[src/rtl/scde_pkg.sv]
package scde_pkg;

  typedef enum logic [3:0] {
    OP_NONE,
    OP_SHA512SU0,
    OP_SHA512SU1,
    OP_SHA512H,
    OP_SHA512H2,
    OP_EOR3,
    OP_BCAX,
    OP_RAX1,
    OP_XAR,
    OP_DOT
  } op_t;

  typedef struct packed {
    op_t        op;
    logic       elem;
    logic       q;
    logic       u;
    logic [1:0] idx;
    logic [5:0] rot;
  } dec_t;

  localparam logic [31:0] MASK_SU0  = 32'hfffffc00;
  localparam logic [31:0] MATCH_SU0 = 32'hcec08000;
  localparam logic [31:0] MASK_3R   = 32'hffe0fc00;
  localparam logic [31:0] MATCH_SU1 = 32'hce608800;
  localparam logic [31:0] MATCH_H   = 32'hce608000;
  localparam logic [31:0] MATCH_H2  = 32'hce608400;
  localparam logic [31:0] MATCH_RAX = 32'hce608c00;
  localparam logic [31:0] MASK_4R   = 32'hffe08000;
  localparam logic [31:0] MATCH_EOR = 32'hce000000;
  localparam logic [31:0] MATCH_BCX = 32'hce200000;
  localparam logic [31:0] MASK_XAR  = 32'hffe00000;
  localparam logic [31:0] MATCH_XAR = 32'hce800000;
  localparam logic [31:0] MASK_DOTV = 32'h9fe0fc00;
  localparam logic [31:0] MATCH_DOTV = 32'h0e809400;
  localparam logic [31:0] MASK_DOTE = 32'h9fc0f400;
  localparam logic [31:0] MATCH_DOTE = 32'h0f80e000;

  function automatic logic [63:0] rotr64(input logic [63:0] v, input logic [5:0] amt);
    logic [6:0] inv;
    inv = 7'd64 - {1'b0, amt};
    return (v >> amt) | (v << inv);
  endfunction

  function automatic logic [63:0] big_sigma0(input logic [63:0] a);
    return rotr64(a, 6'd28) ^ rotr64(a, 6'd34) ^ rotr64(a, 6'd39);
  endfunction

  function automatic logic [63:0] big_sigma1(input logic [63:0] a);
    return rotr64(a, 6'd14) ^ rotr64(a, 6'd18) ^ rotr64(a, 6'd41);
  endfunction

  function automatic logic [63:0] small_sigma0(input logic [63:0] a);
    return rotr64(a, 6'd1) ^ rotr64(a, 6'd8) ^ (a >> 7);
  endfunction

  function automatic logic [63:0] small_sigma1(input logic [63:0] a);
    return rotr64(a, 6'd19) ^ rotr64(a, 6'd61) ^ (a >> 6);
  endfunction

  function automatic dec_t decode(input logic [31:0] w);
    dec_t d;
    d.elem = 1'b0;
    d.q    = w[30];
    d.u    = w[29];
    d.idx  = {w[11], w[21]};
    d.rot  = w[15:10];
    if ((w & MASK_SU0) == MATCH_SU0) begin
      d.op = OP_SHA512SU0;
    end else if ((w & MASK_3R) == MATCH_SU1) begin
      d.op = OP_SHA512SU1;
    end else if ((w & MASK_3R) == MATCH_H) begin
      d.op = OP_SHA512H;
    end else if ((w & MASK_3R) == MATCH_H2) begin
      d.op = OP_SHA512H2;
    end else if ((w & MASK_4R) == MATCH_EOR) begin
      d.op = OP_EOR3;
    end else if ((w & MASK_4R) == MATCH_BCX) begin
      d.op = OP_BCAX;
    end else if ((w & MASK_3R) == MATCH_RAX) begin
      d.op = OP_RAX1;
    end else if ((w & MASK_XAR) == MATCH_XAR) begin
      d.op = OP_XAR;
    end else if ((w & MASK_DOTV) == MATCH_DOTV) begin
      d.op = OP_DOT;
    end else if ((w & MASK_DOTE) == MATCH_DOTE) begin
      d.op   = OP_DOT;
      d.elem = 1'b1;
    end else begin
      d.op = OP_NONE;
    end
    return d;
  endfunction

endpackage

[src/rtl/scde_dot.sv]
module scde_dot
  import scde_pkg::*;
(
  input  logic         clk,
  input  logic         en,
  input  logic         u,
  input  logic         elem,
  input  logic [1:0]   idx,
  input  logic [127:0] n,
  input  logic [127:0] m,
  input  logic [127:0] d,
  output logic [127:0] acc
);

  logic signed [17:0] prod [16];
  logic signed [17:0] prod_next [16];
  logic [127:0]       d1;
  logic signed [19:0] lane_sum [4];
  logic signed [19:0] lane_sum_next [4];
  logic [127:0]       d2;

  always_comb begin
    logic [3:0]         kb;
    logic [7:0]         bn;
    logic [7:0]         bm;
    logic signed [8:0]  pn;
    logic signed [8:0]  pm;
    for (int k = 0; k < 16; k++) begin
      kb = elem ? {idx, k[1:0]} : k[3:0];
      bn = n[8*k +: 8];
      bm = m[8*kb +: 8];
      pn = u ? $signed({1'b0, bn}) : $signed({bn[7], bn});
      pm = u ? $signed({1'b0, bm}) : $signed({bm[7], bm});
      prod_next[k] = pn * pm;
    end
  end

  always_ff @(posedge clk) begin
    if (en) begin
      prod <= prod_next;
      d1   <= d;
    end
  end

  always_comb begin
    for (int i = 0; i < 4; i++) begin
      lane_sum_next[i] = 20'(prod[4*i]) + 20'(prod[4*i+1])
                       + 20'(prod[4*i+2]) + 20'(prod[4*i+3]);
    end
  end

  always_ff @(posedge clk) begin
    if (en) begin
      lane_sum <= lane_sum_next;
      d2       <= d1;
    end
  end

  always_comb begin
    for (int i = 0; i < 4; i++) begin
      acc[32*i +: 32] = d2[32*i +: 32] + {{12{lane_sum[i][19]}}, lane_sum[i]};
    end
  end

endmodule

[config.mk]
export PLATFORM = sky130hd
export DESIGN_NAME = scde_dot
export DESIGN_NICKNAME = d
export VERILOG_FILES = /design/src/rtl/scde_pkg.sv /design/src/rtl/scde_dot.sv
export SDC_FILE = /design/constraint.sdc
export NUM_CORES = 2
export LEC_CHECK = 0
export BUFFER_PORTS_ARGS = -buffer_cell sky130_fd_sc_hd__buf_2
export CORE_AREA = 2 2 353 425
export CTS_CLUSTER_SIZE = 25
export DETAILED_ROUTE_END_ITERATION = 8
export DIE_AREA = 0 0 355 427
export PLACE_DENSITY = 0.73
export REMOVE_ABC_BUFFERS = 1
export SLEW_MARGIN = 0
export SYNTH_ARGS = -nofsm -noshare
export SYNTH_HDL_FRONTEND = slang
export SYNTH_SLANG_ARGS = --single-unit
[constraint.sdc]
create_clock -name clk -period 9.2 [get_ports clk]
set_input_delay 0.92 -clock clk [delete_from_list [all_inputs] [get_ports clk]]
set_output_delay 0.92 -clock clk [all_outputs]
set_load 0.02 [all_outputs]
Word-level counts from Yosys, hierarchy flattened
Cells that the tools add are included.
{ "word_totals": {"wordCells": 118, "in_bits": 390, "ff_bits": 624} }
{ "op_classes": {"shifts": 16, "mul": 16, "addsub": 16, "mux": 48} }
{ "op_table": {"columns": ["operator", "count"], "rows": [
  ["indexed part select 128 x 8 -> 8 bit", 16],
  ["multiplier 9 x 9 -> 18 bit", 16],
  ["two-way mux 9 bit", 32],
  ["adder 32 bit", 4],
  ["adder 19 x 18 -> 20 bit", 4],
  ["adder 20 x 18 -> 20 bit", 4],
  ["adder 18 x 18 -> 19 bit", 4],
  ["two-way mux 4 bit", 16]
]} }

Depth between registers and ports, before layout
{ "depth": {"word_depth": 4, "ltp_mapped": 29} }

Least setup slack after synthesis
No wires, ideal clock.
{ "synth_timing": {"path_type": "input to register", "from": "input port idx[0]", "to": "register prod[251] (netlist name), data pin", "arrival_ps": 6895, "setup_slack_ps": 2048, "stages": 24, "setup_ps": 258, "path_cell_list": "nand2_1 buf_2 buf_1 clkbuf_1 nand2_1 a31oi_1 nand2_1 fa_1 inv_1 fa_1 fa_1 fa_1 inv_1 fa_1 inv_1 ha_1 o21ai_0 a21boi_0 o21ai_0 nand2b_1 a21o_1 a41o_1 o41a_1 xnor2_1"} }
{ "synth_rtl": {"columns": ["element", "line_no", "text"], "rows": [
  ["start: declaration", "scde_dot.sv:8", "input logic [1:0] idx,"],
  ["end signal: assignment", "scde_dot.sv:40", "prod <= prod_next;"],
  ["end: declaration", "scde_dot.sv:15", "logic signed [17:0] prod [16];"]
]} }

==> out/summary.md <==
* clock tree from TritonCTS: built
* Clock Skews: 29.8 ps
* global-route wire length before repair: 331000 um
* Rel. slew slack: 18.2%
* placed standard-cell area: 86100 um2
* Max-Cap Viols: 0
* buffering stage count on the worst path with inverters included: 4
* TritonCTS sink count: 624
* core region area: 148000 um2
* max-slew violation count: 0
* # IOs: 518
* vias post-DR: 57500
* Skew-Pair Late Insertion Delay: 700 ps
* Gates resized, CTS repair: 0
* clock input transition at the sequential cells of the worst setup and hold paths: 60 ps
* Num CTS Buffers: 70
* min Tclk post-route: 7600 ps
* post-synthesis cell type count: 71
* Routed wire per std cell: 20.2 um
* horizontal die dimension: 355 um
* initial core utilization: 54.7%
* Tcrit/Tclk final: 82.6%
* area overhead of the layout relative to synthesis: 9.57%
* CP cell instances: buf_2, nand2_4, mux2i_1, nor2b_1, a21oi_1, nand2b_1, or2_2, fa_1, fa_1, inv_1, fa_1, fa_1, inv_1, fa_1, inv_1, ha_1, o21ai_0, a21boi_0, o21ai_0, nand2b_1, a21o_1, a41o_1, o41ai_1, xnor2_1
* biggest fanout along the worst timing path: 49
* cells taking the most area after synthesis: fa_1 32%, edfxtp_1 23%, ha_1 13%
* biggest area consumer among synthesized cells: fa_1
* post-place setup slack: 990 ps
* net total in the final layout: 10900
* number of buffers inserted to repair setup after CTS: 0
* number of hold-repair buffers added at the cts stage: 0
* CTS H-tree depth: 3
* RSZ-0062 raised after global routing: no
* count of final hold-check violations: 0
* via count of the first global-routing pass: 60800
* top metal layer carrying routed signals: met5
* highest attainable clock frequency: 0.132 GHz
* post-detailed-route via-to-cell ratio: 5.50
* initial antenna violation count: 94
* startpoint type of the worst setup path: input pin
* met2 routed WL: 102000 um
* most common cell in the synthesized netlist: inv_1
* Seq/Total Area, Yosys: 23.2%
* path class of the lowest-slack min-delay path: input pin to register
* number of design-rule violations left by the first detailed-router iteration: 3807
* met3 wire length: 17100 um
* Hold WS: 387 ps
* cell area after layout: 88600 um2
* Synth async-reset ratio: 0%
* worst-case clock buffer depth: 3
* HPWL after detailed placement: 178000 um
* final wirelength: 212000 um
* outcome: complete, no violations
* synth cell count leaders: 1472 x inv_1, 1272 x fa_1, 889 x nand2_1, 808 x ha_1, 624 x edfxtp_1
* final weighted congestion in routability-driven placement: 0.969
* filler cell count in the final layout: 12400
* ratio of cells with drive above 1 in the final layout: 9.30%
* worst path setup slack after routing: 1600 ps
* Final setup viols: 0
* FF+latch count, synth: 624
* global routing usage summed across all routing layers: 28.6%
* ANT nets after route: 0
* Req. time, crit path: 9630 ps
* cell family with most CP delay: adder cells
* prevailing post-synth register cell: edfxtp_1
* EDFF count, synth: 624
* overall die height: 427 um
* # rows: 155
* maximum number of pins on one net before global-route repair: 165
* summed instance area of the synthesized netlist: 80800 um2
* port buffer count: 517
* slowest cell delay on critical path: 760 ps
* CTS root buffer: clkbuf_16
* kind of critical path: input pin to register
* gr ovfl total: 0
* Post-Syn Area per Cell: 10.3 um2
* CP arrival: 8030 ps
* area enclosed by the die boundary: 152000 um2
* crit path capture type: register
* length of the first detailed-routing pass in iterations: 6
* cell occurring most often along the worst timing path: fa_1
* number of remaining DRC errors: 0
* M1 wire length: 80000 um
* slowest CP cell: a21oi_1
* top cell type's share of synthesized area: 31.5%
* synthesized instance count: 7860
* Yosys warnings: 0
* transition time of the tightest slew-check pin: 1220 ps
==> cell families after synthesis <==
kind of cell             count (synthesis)  synth area share, %
AND/OR/NAND/NOR                       2163                 12.8
adder cells (fa/ha/maj)               2080                 44.0
buffers and inverters                 1638                 7.63
AO/OA/AOI/OAI                          835                 6.58
flip-flops                             624                 23.2
XOR/XNOR                               456                 4.94
multiplexers                            64                0.808
==> metrics by stage <==
stage,TNS [ps],util [%],std cells
detailed placement,0,58.3,10300
global route,0,59.9,10400
CTS,0,59.8,10400
finish,0,59.9,10500
floorplan,-753,-,7694
global placement,0,58.3,10300
==> final timing paths <==
| kind | from | to | slack [ps] | depth (start not counted) |
|---|---|---|---|---|
| setup / recovery | elem | prod[269] | 1600 | 24 |
| hold / removal | d[22] | d1[22] | 390 | 1 |
| setup reg to reg | prod[235] | lane_sum[79] | 4660 | 14 |
| hold reg to reg | d1[117] | d2[117] | 410 | 0 |
==> state kept, by name, indices dropped and copies added (netlist names) <==
| name | cells |
|---|---|
| d1 | 128 |
| d2 | 128 |
| lane_sum | 80 |
| prod | 288 |
==> cell type report <==
class / count / area (um2) / share of cell area [%]
tap: 1962 / 2450 / 2.77
multi-input combinational: 5598 / 56000 / 63.2
sequential: 624 / 18700 / 21.2
antenna: 51 / 128 / 0.144
inverter: 1472 / 5530 / 6.24
clock inverter: 49 / 552 / 0.623
clock buffer: 78 / 1780 / 2.01
timing repair buffer: 616 / 3400 / 3.84
==> placed cells by master (no fill, tap or decap), drive strengths merged, types with 68 or more instances in the layout <==
cell type,Yosys,layout
nand3,68,68
buf,109,616
a31oi,88,88
a21oi,290,290
edfxtp,624,624
nand2,889,889
and2,525,525
xor2,88,88
nor2b,124,124
inv,1472,1479
o21ai,136,136
clkbuf,57,78
ha,808,808
xnor2,368,368
fa,1272,1272
a21o,92,92
nor2,321,321
==> layer usage <==
metal	vias to the layer above	track usage [%]
met5	-	0
met4	80	14.5
met3	528	6.35
met2	1867	48.0
met1	28900	34.7
li1	26100	-
Power is not shown: default switching activity piles up to over one toggle a cycle in this logic, so the estimate is an artifact.
